`src/rtl/third_order_complementary_filter_macros.svh`:
```
// ============================================================================
// third_order_complementary_filter_macros.svh
// Assertion macros for the complementary filter. They compile to nothing
// when SYNTHESIS is defined. They expect clk and rst_n in the calling scope.
// ============================================================================
`ifndef THIRD_ORDER_COMPLEMENTARY_FILTER_MACROS_SVH
`define THIRD_ORDER_COMPLEMENTARY_FILTER_MACROS_SVH

`ifndef SYNTHESIS

// Same-cycle implication, checked at every rising edge out of reset.
`define TOCF_ASSERT_IMP(lbl, ant, cons) \
  lbl: assert property (@(posedge clk) disable iff (!rst_n) (ant) |-> (cons)) \
    else $error("tocf: same-cycle check failed");

// Next-cycle implication, checked at every rising edge out of reset.
`define TOCF_ASSERT_NXT(lbl, ant, cons) \
  lbl: assert property (@(posedge clk) disable iff (!rst_n) (ant) |=> (cons)) \
    else $error("tocf: next-cycle check failed");

`else

`define TOCF_ASSERT_IMP(lbl, ant, cons)
`define TOCF_ASSERT_NXT(lbl, ant, cons)

`endif

`endif

```
`src/rtl/tocf_pkg.sv`:
```
// ============================================================================
// tocf_pkg
// Shared types, constants and the control program of the complementary
// filter sequencer.
// ============================================================================
package tocf_pkg;

  // Q16.16 signed value.
  typedef logic signed [31:0] q_t;

  // Configuration register indexes.
  typedef enum logic [1:0] {
    CFG_GAIN_ACC  = 2'd0,
    CFG_GAIN_VEL  = 2'd1,
    CFG_GAIN_POS  = 2'd2,
    CFG_TIME_STEP = 2'd3
  } cfg_idx_t;

  localparam int unsigned GainW = 31;
  localparam int unsigned TstepW = 17;
  localparam int unsigned CfgDataW = 31;

  localparam logic [GainW-1:0]  GainAccRst = 31'd511;
  localparam logic [GainW-1:0]  GainVelRst = 31'd1369;
  localparam logic [GainW-1:0]  GainPosRst = 31'd1467;
  localparam logic [TstepW-1:0] TstepRst   = 17'd655;

  // Blend weights 0.8 and 0.2 in Q0.16.
  localparam logic signed [31:0] BlendPosW = 32'sd52429;
  localparam logic signed [31:0] BlendVelW = 32'sd13107;

  // One input item and one result item.
  typedef struct packed {
    q_t   meas_pos;
    q_t   meas_vel;
    q_t   meas_acc;
    logic use_pos;
    logic use_vel;
    logic use_acc;
  } in_item_t;

  typedef struct packed {
    q_t   est_pos;
    q_t   est_vel;
    q_t   est_acc;
    logic updated;
  } est_t;

  // Multiplier operand selects.
  typedef enum logic [2:0] {
    A_EP      = 3'd0,
    A_EV      = 3'd1,
    A_ERR     = 3'd2,
    A_ACC_EST = 3'd3,
    A_V2D     = 3'd4
  } a_sel_t;

  typedef enum logic [2:0] {
    B_BLEND_POS = 3'd0,
    B_BLEND_VEL = 3'd1,
    B_GAIN_ACC  = 3'd2,
    B_GAIN_VEL  = 3'd3,
    B_GAIN_POS  = 3'd4,
    B_TIME_STEP = 3'd5
  } b_sel_t;

  // Adder operations and their destination registers.
  typedef enum logic [3:0] {
    OP_NONE     = 4'd0,
    OP_DIFF_P   = 4'd1,
    OP_DIFF_V   = 4'd2,
    OP_ERR_SEL  = 4'd3,
    OP_ACC_CORR = 4'd4,
    OP_VEL_CORR = 4'd5,
    OP_POS_CORR = 4'd6,
    OP_ACC_EST  = 4'd7,
    OP_D_STEP   = 4'd8,
    OP_VEL_D    = 4'd9,
    OP_POS_INT  = 4'd10,
    OP_COMMIT   = 4'd11
  } op_t;

  typedef enum logic [1:0] {
    FLOW_NEXT        = 2'd0,
    FLOW_END_NO_MEAS = 2'd1,
    FLOW_END_NO_ACC  = 2'd2,
    FLOW_END         = 2'd3
  } flow_t;

  typedef logic [3:0] step_t;

  // One control word of the program.
  typedef struct packed {
    a_sel_t a_sel;
    b_sel_t b_sel;
    logic   mul_en;
    logic   mul_acc;
    logic   rnd17;
    op_t    op;
    flow_t  flow;
  } ctrl_t;

  // Item flags the program branches on.
  typedef struct packed {
    logic no_meas;
    logic no_acc;
  } stat_t;

  localparam ctrl_t CtrlNop = '{
    a_sel:   A_EP,
    b_sel:   B_BLEND_POS,
    mul_en:  1'b0,
    mul_acc: 1'b0,
    rnd17:   1'b0,
    op:      OP_NONE,
    flow:    FLOW_NEXT
  };

  // Control program. The product register written in one step is read
  // through the rounding shifter in the following step.
  function automatic ctrl_t ucode(input step_t step);
    ctrl_t c;
    c = CtrlNop;
    case (step)
      4'd0: begin
        c.op = OP_DIFF_P;
        c.flow = FLOW_END_NO_MEAS;
      end
      4'd1: begin
        c.op = OP_DIFF_V;
      end
      4'd2: begin
        c.a_sel = A_EP;
        c.b_sel = B_BLEND_POS;
        c.mul_en = 1'b1;
      end
      4'd3: begin
        c.a_sel = A_EV;
        c.b_sel = B_BLEND_VEL;
        c.mul_en = 1'b1;
        c.mul_acc = 1'b1;
      end
      4'd4: begin
        c.op = OP_ERR_SEL;
      end
      4'd5: begin
        c.a_sel = A_ERR;
        c.b_sel = B_GAIN_ACC;
        c.mul_en = 1'b1;
      end
      4'd6: begin
        c.op = OP_ACC_CORR;
        c.a_sel = A_ERR;
        c.b_sel = B_GAIN_VEL;
        c.mul_en = 1'b1;
      end
      4'd7: begin
        c.op = OP_VEL_CORR;
        c.a_sel = A_ERR;
        c.b_sel = B_GAIN_POS;
        c.mul_en = 1'b1;
      end
      4'd8: begin
        c.op = OP_POS_CORR;
        c.flow = FLOW_END_NO_ACC;
      end
      4'd9: begin
        c.op = OP_ACC_EST;
      end
      4'd10: begin
        c.a_sel = A_ACC_EST;
        c.b_sel = B_TIME_STEP;
        c.mul_en = 1'b1;
      end
      4'd11: begin
        c.op = OP_D_STEP;
      end
      4'd12: begin
        c.op = OP_VEL_D;
        c.a_sel = A_V2D;
        c.b_sel = B_TIME_STEP;
        c.mul_en = 1'b1;
      end
      4'd13: begin
        c.op = OP_POS_INT;
        c.rnd17 = 1'b1;
      end
      4'd14: begin
        c.op = OP_COMMIT;
        c.flow = FLOW_END;
      end
      default: begin
        c.flow = FLOW_END;
      end
    endcase
    return c;
  endfunction

endpackage

```
`src/rtl/tocf_seq.sv`:
```
// ============================================================================
// tocf_seq
// Step counter, program table and control state of the filter. Issues one
// control word per cycle while an item is being processed.
// ============================================================================
module tocf_seq (
  input  logic             clk,
  input  logic             rst_n,
  input  logic             start,
  input  logic             out_free,
  input  tocf_pkg::stat_t  stat,
  output tocf_pkg::ctrl_t  ctrl,
  output logic             in_ready,
  output logic             load_out
);

  typedef enum logic [2:0] {
    ST_IDLE = 3'b001,
    ST_RUN  = 3'b010,
    ST_DONE = 3'b100
  } seq_state_t;

  seq_state_t       state_r, state_nxt;
  tocf_pkg::step_t  step_r, step_nxt;
  tocf_pkg::ctrl_t  word;
  logic             finish;

  // Program fetch; outside a run the datapath sees a no-op word.
  always_comb begin
    word = tocf_pkg::ucode(step_r);
    ctrl = (state_r == ST_RUN) ? word : tocf_pkg::CtrlNop;
  end

  // Conditional end of the program.
  always_comb begin
    case (word.flow)
      tocf_pkg::FLOW_NEXT:        finish = 1'b0;
      tocf_pkg::FLOW_END_NO_MEAS: finish = stat.no_meas;
      tocf_pkg::FLOW_END_NO_ACC:  finish = stat.no_acc;
      tocf_pkg::FLOW_END:         finish = 1'b1;
      default:                    finish = 1'b1;
    endcase
  end

  // Next state and step.
  always_comb begin
    state_nxt = state_r;
    step_nxt = step_r;
    load_out = 1'b0;
    case (state_r)
      ST_IDLE: begin
        if (start) begin
          state_nxt = ST_RUN;
          step_nxt = '0;
        end
      end
      ST_RUN: begin
        if (finish) begin
          state_nxt = ST_DONE;
        end else begin
          step_nxt = step_r + 4'd1;
        end
      end
      ST_DONE: begin
        load_out = out_free;
        if (out_free) begin
          state_nxt = ST_IDLE;
        end
      end
      default: begin
        state_nxt = ST_IDLE;
      end
    endcase
  end

  assign in_ready = (state_r == ST_IDLE);

  always_ff @(posedge clk) begin
    if (!rst_n) begin
      state_r <= ST_IDLE;
      step_r <= '0;
    end else begin
      state_r <= state_nxt;
      step_r <= step_nxt;
    end
  end

endmodule

```
`config.mk`:
```
export PLATFORM = sky130hd
export DESIGN_NAME = tocf_seq
export DESIGN_NICKNAME = d
export VERILOG_FILES = /design/src/rtl/third_order_complementary_filter_macros.svh /design/src/rtl/tocf_pkg.sv /design/src/rtl/tocf_seq.sv
export SDC_FILE = /design/constraint.sdc
export NUM_CORES = 1
export LEC_CHECK = 0
export ABC_CLOCK_PERIOD_IN_PS = 1900
export BUFFER_PORTS_ARGS = -buffer_cell sky130_fd_sc_hd__buf_2
export CORE_MARGIN = 5
export CORE_UTILIZATION = 47
export CTS_CLUSTER_SIZE = 16
export DETAILED_ROUTE_END_ITERATION = 12
export PLACE_DENSITY = 0.75
export SETUP_SLACK_MARGIN = 0.1
export SLEW_MARGIN = 20
export SYNTH_ARGS = -nofsm -noshare
export SYNTH_HDL_FRONTEND = slang
export SYNTH_SLANG_ARGS = --single-unit
```
`constraint.sdc`:
```
create_clock -name clk -period 1.9 [get_ports clk]
set_input_delay 0.095 -clock clk [delete_from_list [all_inputs] [get_ports clk]]
set_output_delay 0.095 -clock clk [all_outputs]
set_load 0.05 [all_outputs]
```
Word level (Yosys, flattened, before mapping)
Index checks and enable logic that the tools add are counted.
{ "classes": {"add_sub_neg": 1, "mul": 0, "div_mod_pow": 0, "n_lt_le_gt_ge": 0, "eq_ne": 24, "shift": 0, "n_mux": 15, "bitwise_logic": 0, "n_reduce_logical": 6} }
{ "ops": {"columns": ["op", "n"], "rows": [
  ["one-hot mux 7 bit (7 select lines)", 1],
  ["one-hot mux 4 bit (11 select lines)", 1],
  ["equality test 4 bit, second input constant", 7],
  ["equality test 4 x 3 -> 1 bit, second input constant", 4],
  ["2-to-1 mux 15 bit", 1],
  ["OR reduction 12 bit", 1],
  ["2-to-1 mux 3 bit", 3],
  ["one-hot mux 3 bit (3 select lines)", 1],
  ["equality test 4 x 2 -> 1 bit, second input constant", 2],
  ["2-to-1 mux 4 bit", 2],
  ["inequality test 2 bit, second input constant", 4],
  ["one-hot mux 4 bit (2 select lines)", 1],
  ["one-hot mux 2 bit (3 select lines)", 1],
  ["AND reduction 3 bit", 2],
  ["adder 4 x 1 -> 4 bit, second input constant", 1],
  ["equality test 2 bit, second input constant", 2],
  ["equality test 4 x 1 -> 1 bit, second input constant", 1],
  ["zero test 4 bit", 1],
  ["one-hot mux 1 bit (4 select lines)", 1],
  ["equality test 3 x 1 -> 1 bit, second input constant", 1],
  ["equality test 3 x 2 -> 1 bit, second input constant", 1],
  ["equality test 3 bit, second input constant", 1],
  ["2-to-1 mux 1 bit", 3],
  ["equality test 2 x 1 -> 1 bit, second input constant", 1],
  ["2 further kinds", 2]
]} }
{ "totals": {"ff_bits": 7, "latch_bits": 0, "mem_bits_rw": 0, "romBits": 0, "inputBits": 6, "out_inout_bits": 17, "n_memories": 0} }

Depth between registers and ports, before layout
Gate-level depths: netlist of the first run.
{ "depth": {"depth_word": 7, "ltp_mapped": 7, "mapped_depth_nobuf": 6} }

Worst setup path before layout of the first run
OpenSTA, ideal clock, no wires.
{ "synth_path": {"kind": "reg-to-output", "start": "register state_r[2]", "end": "output ctrl[10] (netlist name)", "t_arrival_ns": 2.551, "setup_slack_ns": -0.746, "path_stages_with_launch": 4, "n_path_buf": 1, "cell_sequence": "dfxtp_1 -> or3b_1 -> buf_6 -> nor4b_1"} }
{ "synth_lines": {"columns": ["element", "line_no", "rtl"], "rows": [
  ["from (decl)", "tocf_seq.sv:23", "seq_state_t state_r, state_nxt;"],
  ["from (signal assigned)", "tocf_seq.sv:83", "state_r <= state_nxt;"],
  ["to (decl)", "tocf_seq.sv:12", "output tocf_pkg::ctrl_t ctrl,"]
]} }

==> results of run 1 <==
==> power groups by stage <==
stage | Clock [µW] | Sequential [µW] | Combinational (µW)
after floorplan | 0 | 158 | 48.6
after global placement | 0 | 155 | 69.8
after global routing | 162 | 150 | 83.9
final | 141 | 150 | 77.5
after detailed placement | 0 | 155 | 71.4
after CTS | 145 | 150 | 75.7
==> layout make-up <==
cell class              instances  area, µm²
inverters                       5      26.28
flip-flops and latches          7      150.1
repair buffers                 35      251.5
well taps                      16      20.02
fillers                       113      345.3
multi-input cells              92      739.5
clock buffers                   4      26.28
==> per-layer routing <==
metal | GRT usage | vias up | routed length (µm)
li1 | - | 465 | -
met1 | 0.2277 | 448 | 1061
met2 | 0.3262 | 30 | 1157
met3 | 0.06395 | 6 | 93
met4 | 0.07623 | 0 | 38
met5 | 0 | - | 0
==> logic make-up (layout without fill, tap and decap cells) <==
logic type,after synthesis,after routing
compound gates,35,35
fa+ha+maj,4,4
buf+inv,13,44
flops,7,7
mux,3,3
simple gates,50,50
==> cell usage after synthesis (3+ instances only) <==
cell type,n
and3_1,3
clkbuf_1,3
ha_1,4
a21oi_1,11
o21ai_0,11
nand2_1,9
dfxtp_1,7
nor2_1,12
nor3b_1,3
nor3_1,3
inv_1,5
==> worst min path at each step <==
stage	cells after the start	endpoint	startpoint	slack (ns)
floorplan	1	state_r[0]	rst_n	0.17
global placement	2	state_r[0]	rst_n	0.34
detailed placement	2	state_r[0]	rst_n	0.34
CTS	2	state_r[0]	rst_n	0.07
global route	2	state_r[0]	rst_n	0.08
finish	2	state_r[0]	rst_n	0.08
==> worst max-delay path, stage by stage (launching register included) <==
cell and delay, ns:
dfxtp_4 0.38, inv_6 0.08, ha_4 0.17, buf_6 0.12, nand3b_1 0.12, o311ai_2 0.10
buf_4 0.16, a221oi_4 0.18, buf_6 0.19
==> metrics by stage <==
stage                     instance area, µm²  total power (µW)  setup TNS (ns)
after detailed placement                1011             226.8               0
final                                   1214             369.0               0
after global routing                    1214             396.6        -0.07208
after floorplan                        860.8             206.4         -0.1125
after CTS                               1170             371.4               0
after global placement                  1011             225.0               0
==> flip-flops by register name, summed over array words and instances, names as in the netlist <==
register,count
state_r,3
step_r,4
==> timing repair <==
item,CTS,global route
setup endpoints to repair,13,15
resized for setup,31,19
setup buffers,4,0
pin swaps,3,3
==> flow_summary.ini, run 1 <==
[setup_path]
critPathLaunchType = flop
rr_endpoint = step_r[3]
setup.worst_path.end_class = output pin
r2r_slack_ns = 0.12
startpoint = step_r[0]
crit_required_ns = 1.80
r2r_start = step_r[0]
endpoint = ctrl[3]
path_max_fanout = 7
path_class = flop to output pin
cp.arrival_ns = 1.77
rr_worst_depth = 7

[drt]
wl_mm = 2.351
drtIter0Drc = 38
vias = 949
drt-wirelength-per-cell_um = 14.79
ant_nets = 0
routed_via_density = 5.969
firstDrtPassIters = 5
drc = 0

[cells_and_area]
area_growth_pct = 53.00
finalCoreUtilization = 0.7785
final_cells = 159
drive_gt1_frac = 0.5315
nets = 154
final_common_cell = buf_4
final_cell_mix = 16 x buf_4, 12 x buf_2, 9 x nand2_1, 8 x a21oi_2, 8 x o21ai_0
diodes = 0

[clock_tree]
cts-buffers-inserted = 3
clock_latency_ns = 0.26
htree_levels = 1
cts.sinks = 7
clk_pin_slew_ns = 0.06
root_buffer = clkbuf_4
clock_path_buffers = 2
cts_tree = yes
ctsHoldBuffers = 0

[power_and_ir_drop]
swShare = 0.2965
leakage_uw = 0.0004447
switching_power_uw = 109.4
irDropWorstVdd_uv = 417.9
power_density_mw_per_mm2 = 304.0
pwr-share-clk = 0.382
comb_power_share = 0.210
seq_power_share = 0.408
internal_power_uw = 259.6

[global_routing]
grt_pass1_vias = 899
grt_max_degree = 14
grt_overflow = 0
grt_usage = 0.1943
grt_pass1_wl_mm = 3.974
antenna_found_initial = 0

[floorplan]
initial_utilization = 0.5088
core-area_mm2 = 0.001559
fp.dieH_um = 51.08
rows = 14
dieArea_mm2 = 0.002609
die_w_um = 51.08
num_io_pins = 23

[timing]
setup_viol = 0
final_max_slew_viol_count = 0
fin_crit_sh = 0.9799
hold_viol_final = 0
whs_ns = 0.07711
layout_min_cycle_time_ns = 1.862
rsz0062_at_grt = true
fin_skew_ns = 0.008121
fmax_mhz = 537.1
max-slew-margin-rel = 0.6994
fin_ws_ns = 0.03826
worst_pin_slew_ns = 0.4452

[yosys]
synthMuxAreaShare = 0.03943
synth-seq-area-share = 0.1767
synthAdderAreaFrac = 0.06309
synth_area_um2 = 793.3
syn_inst = 112
synth_top_area_cell = dfxtp_1
ys_ff_latch = 7
synth_nets = 122
synth_xor_area_frac = 0
synth_compound_area_frac = 0.2855
synth_area_leaders = dfxtp_1 18%, a21oi_1 6.9%, o21ai_0 6.9%
ys.flop_type = dfxtp_1
ys_types = 39
async_flop_share = 0
synth_top_family_by_area = simple AND/OR/NAND/NOR gates
syn_avg_cell_area_um2 = 7.083
yosysWarnings = 0
synthSimpleGateAreaFrac = 0.3517
synth_edf_count = 0
synth.top_cell.area_share = 0.1767

[place]
place_congestion = 0.8329
dp_hpwl_mm = 1.622
place_ws_ns = 0.03744
port-buffer-count = 22
placed_cells = 151

[min_path]
hold_class = input port to flop

[status]
status = finished, final reports clean

[run]
maxCapViolations = 0
(Power assumes the default switching activity.)
==> inputs of run 2 (changes only) <==
- HOLD_SLACK_MARGIN: unset -> 0.08
- SLEW_MARGIN: 20 -> unset
==> run 2 against run 1 <==
Compared with the run above:
- utilization rose by 0.48 points
- register-to-register slack got worse by 0.03 ns
- via count rose by 2.1%
- clock power barely moved
- design area rose by 0.62%
- die area did not move
- critical endpoint unchanged
- flip-flop and latch count did not move
- power rose by 0.49%
- hold slack improved by 0.060 ns
==> flow_summary.ini, run 2 (synthesized netlist as in run 1, its figures left out) <==
[status]
status = finished, final reports clean

[place]
dpl_cell_area_mm2 = 0.001011
place_congestion = 0.8329
dp_hpwl_mm = 1.622
port-buffer-count = 22
placed_cells = 151

[setup_path]
r2r_slack_ns = 0.09
path_max_fanout = 8
cp.arrival_ns = 1.77
crit_chain = inv_4 > ha_4 > nor2_2 > a21oi_2 > o311ai_2 > buf_4 > a221oi_4 > buf_6
max_stage_delay_ns = 0.38
setup.worst_path.end_class = output pin
path_class = flop to output pin
critPathSlowestCell = dfxtp_4
critPathLaunchType = flop
crit_required_ns = 1.80

[cells_and_area]
final_cell_mix = 16 x buf_4, 12 x buf_2, 9 x nand2_1, 8 x a21oi_2, 8 x o21ai_0
top_regs = step_r x4, state_r x3
finalCoreUtilization = 0.7833
area_growth_pct = 53.94
final_common_cell = buf_4
nFillCells = 106
drive_gt1_frac = 0.5278
final_cells = 160
nets = 155
largest_register = step_r
diodes = 0
largest_register_ffs = 4
final_area_mm2 = 0.001221

[power_and_ir_drop]
pwr-share-clk = 0.380
leakage_uw = 0.0004476
irDropWorstVdd_uv = 419.4
swShare = 0.2964
switching_power_uw = 109.9
seq_power_share = 0.406
comb_power_share = 0.214
power_density_mw_per_mm2 = 303.6
internal_power_uw = 260.9

[timing]
layout_min_cycle_time_ns = 1.868
worst_pin_slew_ns = 0.4510
final_max_slew_viol_count = 0
max-slew-margin-rel = 0.6955
fmax_mhz = 535.4
fin_crit_sh = 0.9831
setup_viol = 0
hold_viol_final = 0
setup_tns_ns = 0
whs_ns = 0.1370
fin_skew_ns = 0.007265
rsz0062_at_grt = true

[floorplan]
fp.dieH_um = 51.08
die_w_um = 51.08
dieArea_mm2 = 0.002609
core-area_mm2 = 0.001559
rows = 14
initial_utilization = 0.5088
num_io_pins = 23

[min_path]
hold_class = input port to flop

[drt]
drt-wirelength-per-cell_um = 15.13
wl_mm = 2.421
drtIter0Drc = 24
firstDrtPassIters = 4
ant_nets = 0
vias = 969
drc = 0
routed_via_density = 6.056

[clock_tree]
cts.sinks = 7
clock_latency_ns = 0.26
clk_pin_slew_ns = 0.06
clock_path_buffers = 2
cts_tree = yes
cts-buffers-inserted = 3
root_buffer = clkbuf_4
htree_levels = 1

[global_routing]
grt_overflow = 0
grt_pass1_vias = 901
antenna_found_initial = 0
grt_max_degree = 14
grt_pass1_wl_mm = 4.008
grt_usage = 0.1973

[run]
maxCapViolations = 0
[run 2: path summary, 6_finish.rpt]
check	from	endpoint	cells after the start
hold reg to reg	step_r[0]	step_r[0]	2
setup / recovery	step_r[1]	ctrl[3]	8
setup reg to reg	step_r[0]	step_r[3]	7
hold / removal	out_free	state_r[0]	3
[run 2: final cells by class]
cell class	instances	area [µm²]	area share
Clock buffer	4	26.28	0.02152
Inverter	5	23.77	0.01947
Multi-Input combinational cell	92	739.5	0.6055
Sequential cell	7	150.1	0.1230
Tap cell	16	20.02	0.01639
Timing Repair Buffer	36	261.5	0.2141
[run 2: what timing repair did]
item,in CTS,in global routing
hold buffers,1,0
buffers inserted,4,0
setup endpoints to repair,13,15
pin swaps,3,3
resized for setup,31,18
hold endpoints to repair,1,0
[run 2: worst max-delay path: cells and delay by family, from the launching register on]
family,cells,cell delay [ns]
compound gates,3,0.44
buf+inv,3,0.43
flops,1,0.38
fa+ha+maj,1,0.19
simple gates,1,0.07
[run 2: metrics by stage]
stage,total power [µW],worst slack [ns]
after global routing,398.4,-0.06242
after CTS,372.9,0.05138
after floorplan,206.4,-0.05637
after detailed placement,226.8,0.03744
after global placement,225.0,0.1411
final,370.8,0.03208
[run 2: power by group through the flow]
stage                     Clock (µW)  Combinational [µW]  Sequential [µW]
after floorplan                    0                48.6              158
after global placement             0                69.8              155
after detailed placement           0                71.4              155
after CTS                        145                77.3              150
after global routing             162                85.8              150
final                            141                79.4              150
[run 2: routing by layer]
metal / track usage / up-vias / wire length (µm)
li1: - / 470 / -
met1: 0.2259 / 470 / 1057
met5: 0 / - / 0
met3: 0.06105 / 4 / 97
met2: 0.3455 / 25 / 1233
met4: 0.06726 / 0 / 34
