<file path="src/rtl/third_order_complementary_filter_macros.svh">
// ============================================================================
// third_order_complementary_filter_macros.svh
// Assertion macros for the complementary filter. They compile to nothing
// when SYNTHESIS is defined. They expect clk and rst_n in the calling scope.
// ============================================================================
`ifndef THIRD_ORDER_COMPLEMENTARY_FILTER_MACROS_SVH
`define THIRD_ORDER_COMPLEMENTARY_FILTER_MACROS_SVH

`ifndef SYNTHESIS

// Same-cycle implication, checked at every rising edge out of reset.
`define TOCF_ASSERT_IMP(lbl, ant, cons) \
  lbl: assert property (@(posedge clk) disable iff (!rst_n) (ant) |-> (cons)) \
    else $error("tocf: same-cycle check failed");

// Next-cycle implication, checked at every rising edge out of reset.
`define TOCF_ASSERT_NXT(lbl, ant, cons) \
  lbl: assert property (@(posedge clk) disable iff (!rst_n) (ant) |=> (cons)) \
    else $error("tocf: next-cycle check failed");

`else

`define TOCF_ASSERT_IMP(lbl, ant, cons)
`define TOCF_ASSERT_NXT(lbl, ant, cons)

`endif

`endif

</file>
<file path="src/rtl/tocf_pkg.sv">
// ============================================================================
// tocf_pkg
// Shared types, constants and the control program of the complementary
// filter sequencer.
// ============================================================================
package tocf_pkg;

  // Q16.16 signed value.
  typedef logic signed [31:0] q_t;

  // Configuration register indexes.
  typedef enum logic [1:0] {
    CFG_GAIN_ACC  = 2'd0,
    CFG_GAIN_VEL  = 2'd1,
    CFG_GAIN_POS  = 2'd2,
    CFG_TIME_STEP = 2'd3
  } cfg_idx_t;

  localparam int unsigned GainW = 31;
  localparam int unsigned TstepW = 17;
  localparam int unsigned CfgDataW = 31;

  localparam logic [GainW-1:0]  GainAccRst = 31'd511;
  localparam logic [GainW-1:0]  GainVelRst = 31'd1369;
  localparam logic [GainW-1:0]  GainPosRst = 31'd1467;
  localparam logic [TstepW-1:0] TstepRst   = 17'd655;

  // Blend weights 0.8 and 0.2 in Q0.16.
  localparam logic signed [31:0] BlendPosW = 32'sd52429;
  localparam logic signed [31:0] BlendVelW = 32'sd13107;

  // One input item and one result item.
  typedef struct packed {
    q_t   meas_pos;
    q_t   meas_vel;
    q_t   meas_acc;
    logic use_pos;
    logic use_vel;
    logic use_acc;
  } in_item_t;

  typedef struct packed {
    q_t   est_pos;
    q_t   est_vel;
    q_t   est_acc;
    logic updated;
  } est_t;

  // Multiplier operand selects.
  typedef enum logic [2:0] {
    A_EP      = 3'd0,
    A_EV      = 3'd1,
    A_ERR     = 3'd2,
    A_ACC_EST = 3'd3,
    A_V2D     = 3'd4
  } a_sel_t;

  typedef enum logic [2:0] {
    B_BLEND_POS = 3'd0,
    B_BLEND_VEL = 3'd1,
    B_GAIN_ACC  = 3'd2,
    B_GAIN_VEL  = 3'd3,
    B_GAIN_POS  = 3'd4,
    B_TIME_STEP = 3'd5
  } b_sel_t;

  // Adder operations and their destination registers.
  typedef enum logic [3:0] {
    OP_NONE     = 4'd0,
    OP_DIFF_P   = 4'd1,
    OP_DIFF_V   = 4'd2,
    OP_ERR_SEL  = 4'd3,
    OP_ACC_CORR = 4'd4,
    OP_VEL_CORR = 4'd5,
    OP_POS_CORR = 4'd6,
    OP_ACC_EST  = 4'd7,
    OP_D_STEP   = 4'd8,
    OP_VEL_D    = 4'd9,
    OP_POS_INT  = 4'd10,
    OP_COMMIT   = 4'd11
  } op_t;

  typedef enum logic [1:0] {
    FLOW_NEXT        = 2'd0,
    FLOW_END_NO_MEAS = 2'd1,
    FLOW_END_NO_ACC  = 2'd2,
    FLOW_END         = 2'd3
  } flow_t;

  typedef logic [3:0] step_t;

  // One control word of the program.
  typedef struct packed {
    a_sel_t a_sel;
    b_sel_t b_sel;
    logic   mul_en;
    logic   mul_acc;
    logic   rnd17;
    op_t    op;
    flow_t  flow;
  } ctrl_t;

  // Item flags the program branches on.
  typedef struct packed {
    logic no_meas;
    logic no_acc;
  } stat_t;

  localparam ctrl_t CtrlNop = '{
    a_sel:   A_EP,
    b_sel:   B_BLEND_POS,
    mul_en:  1'b0,
    mul_acc: 1'b0,
    rnd17:   1'b0,
    op:      OP_NONE,
    flow:    FLOW_NEXT
  };

  // Control program. The product register written in one step is read
  // through the rounding shifter in the following step.
  function automatic ctrl_t ucode(input step_t step);
    ctrl_t c;
    c = CtrlNop;
    case (step)
      4'd0: begin
        c.op = OP_DIFF_P;
        c.flow = FLOW_END_NO_MEAS;
      end
      4'd1: begin
        c.op = OP_DIFF_V;
      end
      4'd2: begin
        c.a_sel = A_EP;
        c.b_sel = B_BLEND_POS;
        c.mul_en = 1'b1;
      end
      4'd3: begin
        c.a_sel = A_EV;
        c.b_sel = B_BLEND_VEL;
        c.mul_en = 1'b1;
        c.mul_acc = 1'b1;
      end
      4'd4: begin
        c.op = OP_ERR_SEL;
      end
      4'd5: begin
        c.a_sel = A_ERR;
        c.b_sel = B_GAIN_ACC;
        c.mul_en = 1'b1;
      end
      4'd6: begin
        c.op = OP_ACC_CORR;
        c.a_sel = A_ERR;
        c.b_sel = B_GAIN_VEL;
        c.mul_en = 1'b1;
      end
      4'd7: begin
        c.op = OP_VEL_CORR;
        c.a_sel = A_ERR;
        c.b_sel = B_GAIN_POS;
        c.mul_en = 1'b1;
      end
      4'd8: begin
        c.op = OP_POS_CORR;
        c.flow = FLOW_END_NO_ACC;
      end
      4'd9: begin
        c.op = OP_ACC_EST;
      end
      4'd10: begin
        c.a_sel = A_ACC_EST;
        c.b_sel = B_TIME_STEP;
        c.mul_en = 1'b1;
      end
      4'd11: begin
        c.op = OP_D_STEP;
      end
      4'd12: begin
        c.op = OP_VEL_D;
        c.a_sel = A_V2D;
        c.b_sel = B_TIME_STEP;
        c.mul_en = 1'b1;
      end
      4'd13: begin
        c.op = OP_POS_INT;
        c.rnd17 = 1'b1;
      end
      4'd14: begin
        c.op = OP_COMMIT;
        c.flow = FLOW_END;
      end
      default: begin
        c.flow = FLOW_END;
      end
    endcase
    return c;
  endfunction

endpackage

</file>
<file path="src/rtl/tocf_dp.sv">
// ============================================================================
// tocf_dp
// Datapath of the filter: configuration registers, filter state, one shared
// multiplier with a product register and rounding shifter, and one
// saturating adder, all steered by the control word.
// ============================================================================
module tocf_dp (
  input  logic                            clk,
  input  logic                            rst_n,
  input  logic                            cfg_we,
  input  logic [1:0]                      cfg_index,
  input  logic [tocf_pkg::CfgDataW-1:0]   cfg_data,
  input  logic                            start,
  input  tocf_pkg::in_item_t              item,
  input  tocf_pkg::ctrl_t                 ctrl,
  output tocf_pkg::stat_t                 stat,
  output tocf_pkg::est_t                  est
);

  // Sign-extend a Q16.16 value to the adder width.
  function automatic logic signed [48:0] ext49(input logic signed [31:0] v);
    return {{17{v[31]}}, v};
  endfunction

  // Clamp to the signed 32-bit range.
  function automatic logic signed [31:0] sat32(input logic signed [48:0] x);
    logic signed [31:0] r;
    if (x > 49'sd2147483647) begin
      r = 32'sh7fffffff;
    end else if (x < -49'sd2147483648) begin
      r = 32'sh80000000;
    end else begin
      r = x[31:0];
    end
    return r;
  endfunction

  logic [tocf_pkg::GainW-1:0]  gain_acc_r, gain_vel_r, gain_pos_r;
  logic [tocf_pkg::TstepW-1:0] tstep_r;

  tocf_pkg::in_item_t item_r;

  tocf_pkg::q_t ep_r, ev_r, err_r, d_r;
  tocf_pkg::q_t pos_est_r, vel_est_r, acc_est_r;
  tocf_pkg::q_t pos_corr_r, vel_corr_r, acc_corr_r, pos_int_r;
  logic         upd_r;

  logic signed [63:0] prod_r, prod_nxt;
  logic signed [33:0] mul_a;
  logic signed [31:0] mul_b;
  logic signed [65:0] mul_full;
  logic signed [63:0] rnd_sum, rnd_shift;
  logic signed [48:0] rnd;
  logic signed [48:0] add_x, add_y, add_sum;
  tocf_pkg::q_t       add_sat;

  // Configuration writes.
  always_ff @(posedge clk) begin
    if (!rst_n) begin
      gain_acc_r <= tocf_pkg::GainAccRst;
      gain_vel_r <= tocf_pkg::GainVelRst;
      gain_pos_r <= tocf_pkg::GainPosRst;
      tstep_r <= tocf_pkg::TstepRst;
    end else if (cfg_we) begin
      case (tocf_pkg::cfg_idx_t'(cfg_index))
        tocf_pkg::CFG_GAIN_ACC:  gain_acc_r <= cfg_data;
        tocf_pkg::CFG_GAIN_VEL:  gain_vel_r <= cfg_data;
        tocf_pkg::CFG_GAIN_POS:  gain_pos_r <= cfg_data;
        tocf_pkg::CFG_TIME_STEP: tstep_r <= cfg_data[tocf_pkg::TstepW-1:0];
        default: begin
        end
      endcase
    end
  end

  // Input beat capture.
  always_ff @(posedge clk) begin
    if (start) begin
      item_r <= item;
    end
  end

  assign stat.no_meas = !(item_r.use_pos || item_r.use_vel);
  assign stat.no_acc = !item_r.use_acc;

  // Multiplier operands.
  always_comb begin
    case (ctrl.a_sel)
      tocf_pkg::A_EP:      mul_a = {{2{ep_r[31]}}, ep_r};
      tocf_pkg::A_EV:      mul_a = {{2{ev_r[31]}}, ev_r};
      tocf_pkg::A_ERR:     mul_a = {{2{err_r[31]}}, err_r};
      tocf_pkg::A_ACC_EST: mul_a = {{2{acc_est_r[31]}}, acc_est_r};
      tocf_pkg::A_V2D:     mul_a = {vel_est_r[31], vel_est_r, 1'b0} +
                                   {{2{d_r[31]}}, d_r};
      default:             mul_a = '0;
    endcase
    case (ctrl.b_sel)
      tocf_pkg::B_BLEND_POS: mul_b = tocf_pkg::BlendPosW;
      tocf_pkg::B_BLEND_VEL: mul_b = tocf_pkg::BlendVelW;
      tocf_pkg::B_GAIN_ACC:  mul_b = {1'b0, gain_acc_r};
      tocf_pkg::B_GAIN_VEL:  mul_b = {1'b0, gain_vel_r};
      tocf_pkg::B_GAIN_POS:  mul_b = {1'b0, gain_pos_r};
      tocf_pkg::B_TIME_STEP: mul_b = {15'd0, tstep_r};
      default:               mul_b = '0;
    endcase
  end

  // Shared multiplier; all products stay well inside 63 bits.
  assign mul_full = mul_a * mul_b;
  assign prod_nxt = ctrl.mul_acc ? prod_r + mul_full[63:0] : mul_full[63:0];

  always_ff @(posedge clk) begin
    if (ctrl.mul_en) begin
      prod_r <= prod_nxt;
    end
  end

  // Round half up by 16 or 17 bits.
  always_comb begin
    rnd_sum = prod_r + (ctrl.rnd17 ? 64'sd65536 : 64'sd32768);
    rnd_shift = ctrl.rnd17 ? (rnd_sum >>> 17) : (rnd_sum >>> 16);
    rnd = rnd_shift[48:0];
  end

  // Saturating adder operands per operation.
  always_comb begin
    add_x = '0;
    add_y = '0;
    case (ctrl.op)
      tocf_pkg::OP_DIFF_P: begin
        add_x = ext49(item_r.meas_pos);
        add_y = -ext49(pos_est_r);
      end
      tocf_pkg::OP_DIFF_V: begin
        add_x = ext49(item_r.meas_vel);
        add_y = -ext49(vel_est_r);
      end
      tocf_pkg::OP_ERR_SEL,
      tocf_pkg::OP_D_STEP: begin
        add_y = rnd;
      end
      tocf_pkg::OP_ACC_CORR: begin
        add_x = ext49(acc_corr_r);
        add_y = rnd;
      end
      tocf_pkg::OP_VEL_CORR: begin
        add_x = ext49(vel_corr_r);
        add_y = rnd;
      end
      tocf_pkg::OP_POS_CORR: begin
        add_x = ext49(pos_corr_r);
        add_y = rnd;
      end
      tocf_pkg::OP_ACC_EST: begin
        add_x = ext49(item_r.meas_acc);
        add_y = ext49(acc_corr_r);
      end
      tocf_pkg::OP_VEL_D: begin
        add_x = ext49(vel_corr_r);
        add_y = ext49(d_r);
      end
      tocf_pkg::OP_POS_INT: begin
        add_x = ext49(pos_int_r);
        add_y = rnd;
      end
      tocf_pkg::OP_COMMIT: begin
        add_x = ext49(pos_int_r);
        add_y = ext49(pos_corr_r);
      end
      default: begin
      end
    endcase
  end

  assign add_sum = add_x + add_y;
  assign add_sat = sat32(add_sum);

  // Work registers of the current item.
  always_ff @(posedge clk) begin
    case (ctrl.op)
      tocf_pkg::OP_DIFF_P: ep_r <= add_sat;
      tocf_pkg::OP_DIFF_V: ev_r <= add_sat;
      tocf_pkg::OP_ERR_SEL: begin
        if (item_r.use_pos && !item_r.use_vel) begin
          err_r <= ep_r;
        end else if (!item_r.use_pos) begin
          err_r <= ev_r;
        end else begin
          err_r <= add_sat;
        end
      end
      tocf_pkg::OP_D_STEP: d_r <= add_sat;
      default: begin
      end
    endcase
  end

  // Filter state.
  always_ff @(posedge clk) begin
    if (!rst_n) begin
      pos_est_r <= '0;
      vel_est_r <= '0;
      acc_est_r <= '0;
      pos_corr_r <= '0;
      vel_corr_r <= '0;
      acc_corr_r <= '0;
      pos_int_r <= '0;
      upd_r <= 1'b0;
    end else begin
      if (start) begin
        upd_r <= 1'b0;
      end
      case (ctrl.op)
        tocf_pkg::OP_ACC_CORR: acc_corr_r <= add_sat;
        tocf_pkg::OP_VEL_CORR,
        tocf_pkg::OP_VEL_D:    vel_corr_r <= add_sat;
        tocf_pkg::OP_POS_CORR: pos_corr_r <= add_sat;
        tocf_pkg::OP_ACC_EST:  acc_est_r <= add_sat;
        tocf_pkg::OP_POS_INT:  pos_int_r <= add_sat;
        tocf_pkg::OP_COMMIT: begin
          pos_est_r <= add_sat;
          vel_est_r <= vel_corr_r;
          upd_r <= 1'b1;
        end
        default: begin
        end
      endcase
    end
  end

  assign est.est_pos = pos_est_r;
  assign est.est_vel = vel_est_r;
  assign est.est_acc = acc_est_r;
  assign est.updated = upd_r;

endmodule

</file>
<file path="config.mk">
export PLATFORM = sky130hd
export DESIGN_NAME = tocf_dp
export DESIGN_NICKNAME = d
export VERILOG_FILES = /design/src/rtl/third_order_complementary_filter_macros.svh /design/src/rtl/tocf_pkg.sv /design/src/rtl/tocf_dp.sv
export SDC_FILE = /design/constraint.sdc
export NUM_CORES = 2
export LEC_CHECK = 0
export ABC_CLOCK_PERIOD_IN_PS = 37800
export BUFFER_PORTS_ARGS = -buffer_cell sky130_fd_sc_hd__buf_2
export CAP_MARGIN = 20
export CELL_PAD_IN_SITES_DETAIL_PLACEMENT = 1
export CELL_PAD_IN_SITES_GLOBAL_PLACEMENT = 2
export CORE_AREA = 2 2 546 548
export CTS_CLUSTER_SIZE = 8
export DETAILED_ROUTE_END_ITERATION = 8
export DIE_AREA = 0 0 548 550
export PLACE_DENSITY = 0.66
export SYNTH_ARGS = -nofsm -noshare
export SYNTH_HDL_FRONTEND = slang
export SYNTH_SLANG_ARGS = --single-unit
</file>
<file path="constraint.sdc">
create_clock -name clk -period 37.8 [get_ports clk]
set_clock_uncertainty 0.05 [all_clocks]
set_input_delay 0 -clock clk [delete_from_list [all_inputs] [get_ports clk]]
set_output_delay 0 -clock clk [all_outputs]
set_load 0.1 [all_outputs]
</file>
# == Word level (Yosys, flattened, before mapping) ==
# Index checks and enable logic that the tools add are counted.
# op_classes
addsub,6
n_mux,13
shifts,0
n_eq_ne,23
div_mod_pow,0
n_mul,1
bitwise_logic,0
n_lt_le_gt_ge,2
reduce_logical,16
# ops
op,n
case mux 49 bit (7 select lines),1
case mux 49 bit (6 select lines),1
case mux 31 bit (6 select lines),1
case mux 34 bit (5 select lines),1
2-to-1 mux 32 bit,4
negation 32 -> 49 bit,2
adder 64 x 18 -> 64 bit,1
adder 64 bit,1
multiplier 34 x 32 -> 64 bit,1
2-to-1 mux 64 bit,1
adder 49 bit,1
"> comparator 49 x 32 -> 1 bit, second input constant",1
"less-than comparator 49 x 32 -> 1 bit, second input constant",1
2-to-1 mux 47 bit,1
adder 33 x 32 -> 34 bit,1
2-to-1 mux 17 bit,1
"== test 4 x 3 -> 1 bit, second input constant",4
"== test 4 bit, second input constant",4
"== test 3 x 2 -> 1 bit, second input constant",4
"== test 3 bit, second input constant",3
"== test 4 x 2 -> 1 bit, second input constant",2
AND reduction 2 bit,4
"== test 3 x 1 -> 1 bit, second input constant",2
logical NOT 3 bit,2
other kinds (11),16
# totals
latchBits,0
output_inout_bits,99
mem_count,0
input_bits,151
ram_bits,0
mem_bits_ro,0
regBits,626

# == Logic depth before layout (Yosys ltp) ==
# depth
word_depth,10
mapped_depth,56
mapped_depth_nobuf,52

# == Least setup slack after synthesis ==
# No wires, ideal clock.
# synth_path
path_type,register to register
from,register vel_est_r[2]
to,"register prod_r[63], data pin"
stages_incl_launch_ff,50
path_buffers,2
arrival_time_ns,12.560
synth_period_minus_slack_ns,12.878
required_time_ns,37.482
slack_ns,24.922
setup_ns,0.268
cell_sequence,dfxtp_1 -> ha_1 -> nor2b_1 -> o21ai_0 -> a21oi_1 -> o31ai_1 -> a31oi_1 -> a21o_1 -> a21o_1 -> a21oi_1 -> o21ai_0 -> xor2_1 -> a21oi_1 -> clkbuf_1 -> nor2_1 -> fa_1 -> fa_1 -> fa_1 -> (+14 left out) -> o41a_1 -> o21ai_0 -> a31oi_1 -> xnor2_1 -> ha_1 -> clkbuf_1 -> a21o_1 -> a21o_1 -> a21o_1 -> a21oi_1 -> nor2b_1 -> o21ai_0 -> nand2b_1 -> a21oi_1 -> inv_1 -> o21a_1 -> nor3_1 -> xnor3_1
# synth_via
elab_chain_len,5
# synth_lines
element,line,rtl
from (decl),tocf_dp.sv:44,"tocf_pkg::q_t pos_est_r, vel_est_r, acc_est_r;"
from (signal assigned),tocf_dp.sv:222,vel_est_r <= vel_corr_r;
adder 33 x 32 -> 34 bit (*),tocf_dp.sv:93,"tocf_pkg::A_V2D: mul_a = {vel_est_r[31], vel_est_r, 1'b0} +"
case mux 34 bit (5 select lines) (*),tocf_dp.sv:88,case (ctrl.a_sel)
multiplier 34 x 32 -> 64 bit (*),tocf_dp.sv:109,assign mul_full = mul_a * mul_b;
adder 64 bit,tocf_dp.sv:110,assign prod_nxt = ctrl.mul_acc ? prod_r + mul_full[63:0] : mul_full[63:0];
2-to-1 mux 64 bit (*),tocf_dp.sv:110,
named net prod_nxt[63],tocf_dp.sv:48,"logic signed [63:0] prod_r, prod_nxt;"
to (signal assigned),tocf_dp.sv:114,prod_r <= prod_nxt;
to (decl),tocf_dp.sv:48,
# Mark *: on every way through the listed nets, which the timed path passes. The rest lies on a longest branch.
# A chain may end at the register's enable or synchronous reset.

# == Worst setup path after layout ==
# layout_path
from,register vel_est_r[0]
to,"register prod_r[63], data pin"
# The elaborated chain is that of the path after synthesis.

==> reports/qor.yml <==
yosys:
  synth_top_family_by_area: "adder cells"
  ys_async_sr_fraction_pct: 0
  synth-seq-cells: 626
  netlist_instances: 8268
  synthAdderAreaFrac_pct: 35.6
  syn_nets: 9852
  netlist_area_um2: 73400
  synth_xor_area_share_pct: 3.50
  synth_compound_area_share_pct: 15.8
  synthFlopType: "dfxtp_1"
  synth_edf_count: 291
  seq_area_frac_synth_pct: 21.0
  synth_area_per_cell_um2: 8.88
  synthMuxAreaShare_pct: 1.45
  ys_warn_count: 0
  synthSimpleGateAreaFrac_pct: 14.2
  yosysUniqueCellTypes: 102
grt:
  grt_pass1_wl_mm: 468
  grt_pass1_vias: 68600
  grt_usage_pct: 20.7
  grt_max_degree: 137
  grt-ovfl-total: 0
  antenna_found_initial: 3
sta:
  finalHoldViolCount: 0
  setup_viol_count_final: 0
  rsz0062_at_grt: "no"
  worst_hold_slack_ns: 0.0450
  finalSetupTns_ns: 0
  slew_headroom_pct: 19.0
  finalMaxSlewViolations: 0
  fmax_mhz: 66.2
  worstMarginPinSlew_ns: 1.21
  finalCriticalPeriod_ns: 15.11
  timing.final.crit_share_pct: 40.0
place:
  place_inst: 12100
  io_buffer_count: 247
  dp_hpwl_mm: 235
  gp_congestion: 0.883
min_path:
  whs_endpoint: "err_r[21]$_DFFE_PP_"
  holdPathStages: 3
  min_path_type: "primary input to register"
  min_from: "ctrl[4]"
worst_setup_path:
  max_stage_delay_ns: 0.73
  cp_max_fo: 21
  cpMostUsedCell: "fa_1"
  crit_arrival_ns: 15.54
  r2r_cells: 42
  cp-start-kind: "register"
  critPathLaunch: "vel_est_r[0]$_SDFFE_PN0P_"
  r2r-start: "vel_est_r[0]$_SDFFE_PN0P_"
  critPathKind: "register to register"
  cp_slowest_cell: "a221oi_1"
  endpoint_kind: "register"
  rrSetupSlack_ns: 22.69
  r2r_end: "prod_r[63]$_DFFE_PP_"
  crit_required_ns: 38.23
route:
  via_per_inst: 5.04
  drt-initial-drc-count: 4819
  avgRoutedWirePerCell_um: 25.0
  via_count: 63100
  wl_mm: 313
  drc: 0
  drtAntennaViolNets: 0
  first_pass_iters: 8
floorplanning:
  fp.dieW_um: 548
  coreArea_um2: 296000
  die_h_um: 550
  ios: 250
  row_count: 200
  start_util_pct: 24.9
  die_area_um2: 301000
cts:
  cts_made_buffers: 92
  post_cts_buffers: 0
  ctsHtreeMaxLevel: 3
  clock_latency_ns: 0.75
  clkSinkCount: 626
  tritoncts: "built"
  cts_root_buffer: "clkbuf_16"
  cts_buffer_depth: 3
  clk_pin_slew_ns: 0.07
power_and_ir_drop:
  power_density_nw_per_um2: 91.2
  ir_drop_mv: 0.0887
  p_leak_nw: 36.8
final_layout:
  drive_gt1_share_pct: 8.91
  area.growth.synth_to_final_pct: 15.2
  fillers: 34300
  fin_cells: 12500
  layout.nets: 10100
run_status:
  status: "finished clean"
job:
  cap_viol_max_count: 0
-- registers in the layout, summed over array words and instances, names as in the netlist --
name	cells
prod_r	64
gain_acc_r	31
tstep_r	17
gain_vel_r	31
upd_r	1
vel_corr_r	32
ep_r	32
pos_corr_r	32
acc_est_r	32
vel_est_r	32
acc_corr_r	32
gain_pos_r	31
err_r	32
pos_int_r	32
ev_r	32
d_r	32
pos_est_r	32
item_r	99
-- where the power goes --
part / total [W] / internal, W / switching (W)
clock network: 0.000826 / 0.000473 / 0.000353
registers: 0.00101 / 0.000922 / 0.0000879
logic: 0.00588 / 0.00231 / 0.00356
total: 0.00771 / 0.00371 / 0.00400
-- per-stage QoR --
stage / power, W / setup WS [ns] / instance area [um^2] / util (%)
floorplan: 0.00510 / 24.92 / 73400 / -
global placement: 0.00666 / 22.85 / 79300 / 26.8
detailed placement: 0.00678 / 22.52 / 79300 / 26.8
CTS: 0.00770 / 22.46 / 84600 / 28.6
global route: 0.00834 / 21.90 / 84600 / 28.6
finish: 0.00771 / 22.69 / 84600 / 28.6
-- logic make-up (layout without fill, tap and decap cells) --
group,count (synthesis),after routing
DFF,626,626
xor gates and xnor gates,290,290
AOI/OAI and AO/OA,1756,1756
muxes,97,97
adders and majority gates,1433,1433
other,0,3
and+or+nand+nor,2438,2438
buffers and inverters,1628,1943
-- per-layer routing --
| metal | GRT usage, % | up-vias | share of wire, % |
|---|---|---|---|
| li1 | - | 27700 | - |
| met1 | 28.7 | 33200 | 45 |
| met2 | 33.8 | 1855 | 46 |
| met5 | 0 | - | 0 |
| met3 | 2.68 | 396 | 5.3 |
| met4 | 5.88 | 0 | 3.1 |
-- layout make-up --
cell class              instances  area [um^2]  share of cell area (%)
multi-input cells            6014        52200                    61.8
flip-flops and latches        626        15400                    18.3
well taps                    3939         4930                    5.83
repair buffers                639         4820                    5.70
inverters                    1150         4320                    5.11
clock buffers                 143         2560                    3.03
clock inverters                11          245                   0.290
diodes                          3         7.51                 0.00888
-- worst max-delay path, delay by kind of cell, from the launching register on --
kind | cells | cell delay, ns
flops | 1 | 0.53
simple gates | 6 | 1.40
xor+xnor | 3 | 1.19
compound gates | 19 | 5.94
buf+inv | 3 | 0.40
fa+ha+maj | 11 | 5.26
-- worst max path at each step --
stage | end
floorplan | prod_r[63]$_DFFE_PP_
global placement | prod_r[63]$_DFFE_PP_
detailed placement | prod_r[63]$_DFFE_PP_
CTS | prod_r[63]$_DFFE_PP_
global route | prod_r[63]$_DFFE_PP_
finish | prod_r[63]$_DFFE_PP_
-- cell usage after synthesis, drive strengths merged, types with 14 or more instances --
cell type  count  area share (%)
inv         1149             5.9
fa          1093              30
nand2       1072             5.5
nor2         800             4.1
a21oi        531             3.8
clkbuf       432             2.2
o21ai        364             2.5
ha           340             5.8
dfxtp        335             9.1
edfxtp       291              12
xnor2        192             2.3
a21o         142             1.5
nand3        138            0.94
a21boi       125             1.3
a22oi        120             1.2
nor3         114            0.79
xor2          97             1.2
mux2          68             1.0
a31oi         57            0.49
nand4         57            0.49
a222oi        49            0.67
and3          47            0.40
buf           46            0.34
o21a          46            0.47
a221oi        45            0.77
nor2b         43            0.37
and2          34            0.29
o211ai        34            0.35
nand2b        33            0.28
o21bai        33            0.34
a211oi        30            0.33
mux2i         28            0.38
nor4          24            0.23
a22o          20            0.24
or3           20            0.18
o31ai         17            0.17
o22ai         16            0.14
o2111ai       15            0.18
o22a          15            0.18
or2           15            0.13
a211o         14            0.17
-- cell usage in the layout, fill, tap and decap left out, drive strengths merged, types with 291 or more instances in the layout --
cell       n
inv     1148
fa      1093
nand2   1072
nor2     800
a21oi    531
buf      395
o21ai    364
ha       340
dfxtp    335
edfxtp   291
-- timing repair --
| item | in CTS | in global routing |
|---|---|---|
| gates resized for setup | 0 | 0 |
| hold buffers | 244 | 0 |
| endpoints found under the hold margin | 291 | 0 |
Power figures use the tool's default switching activity.
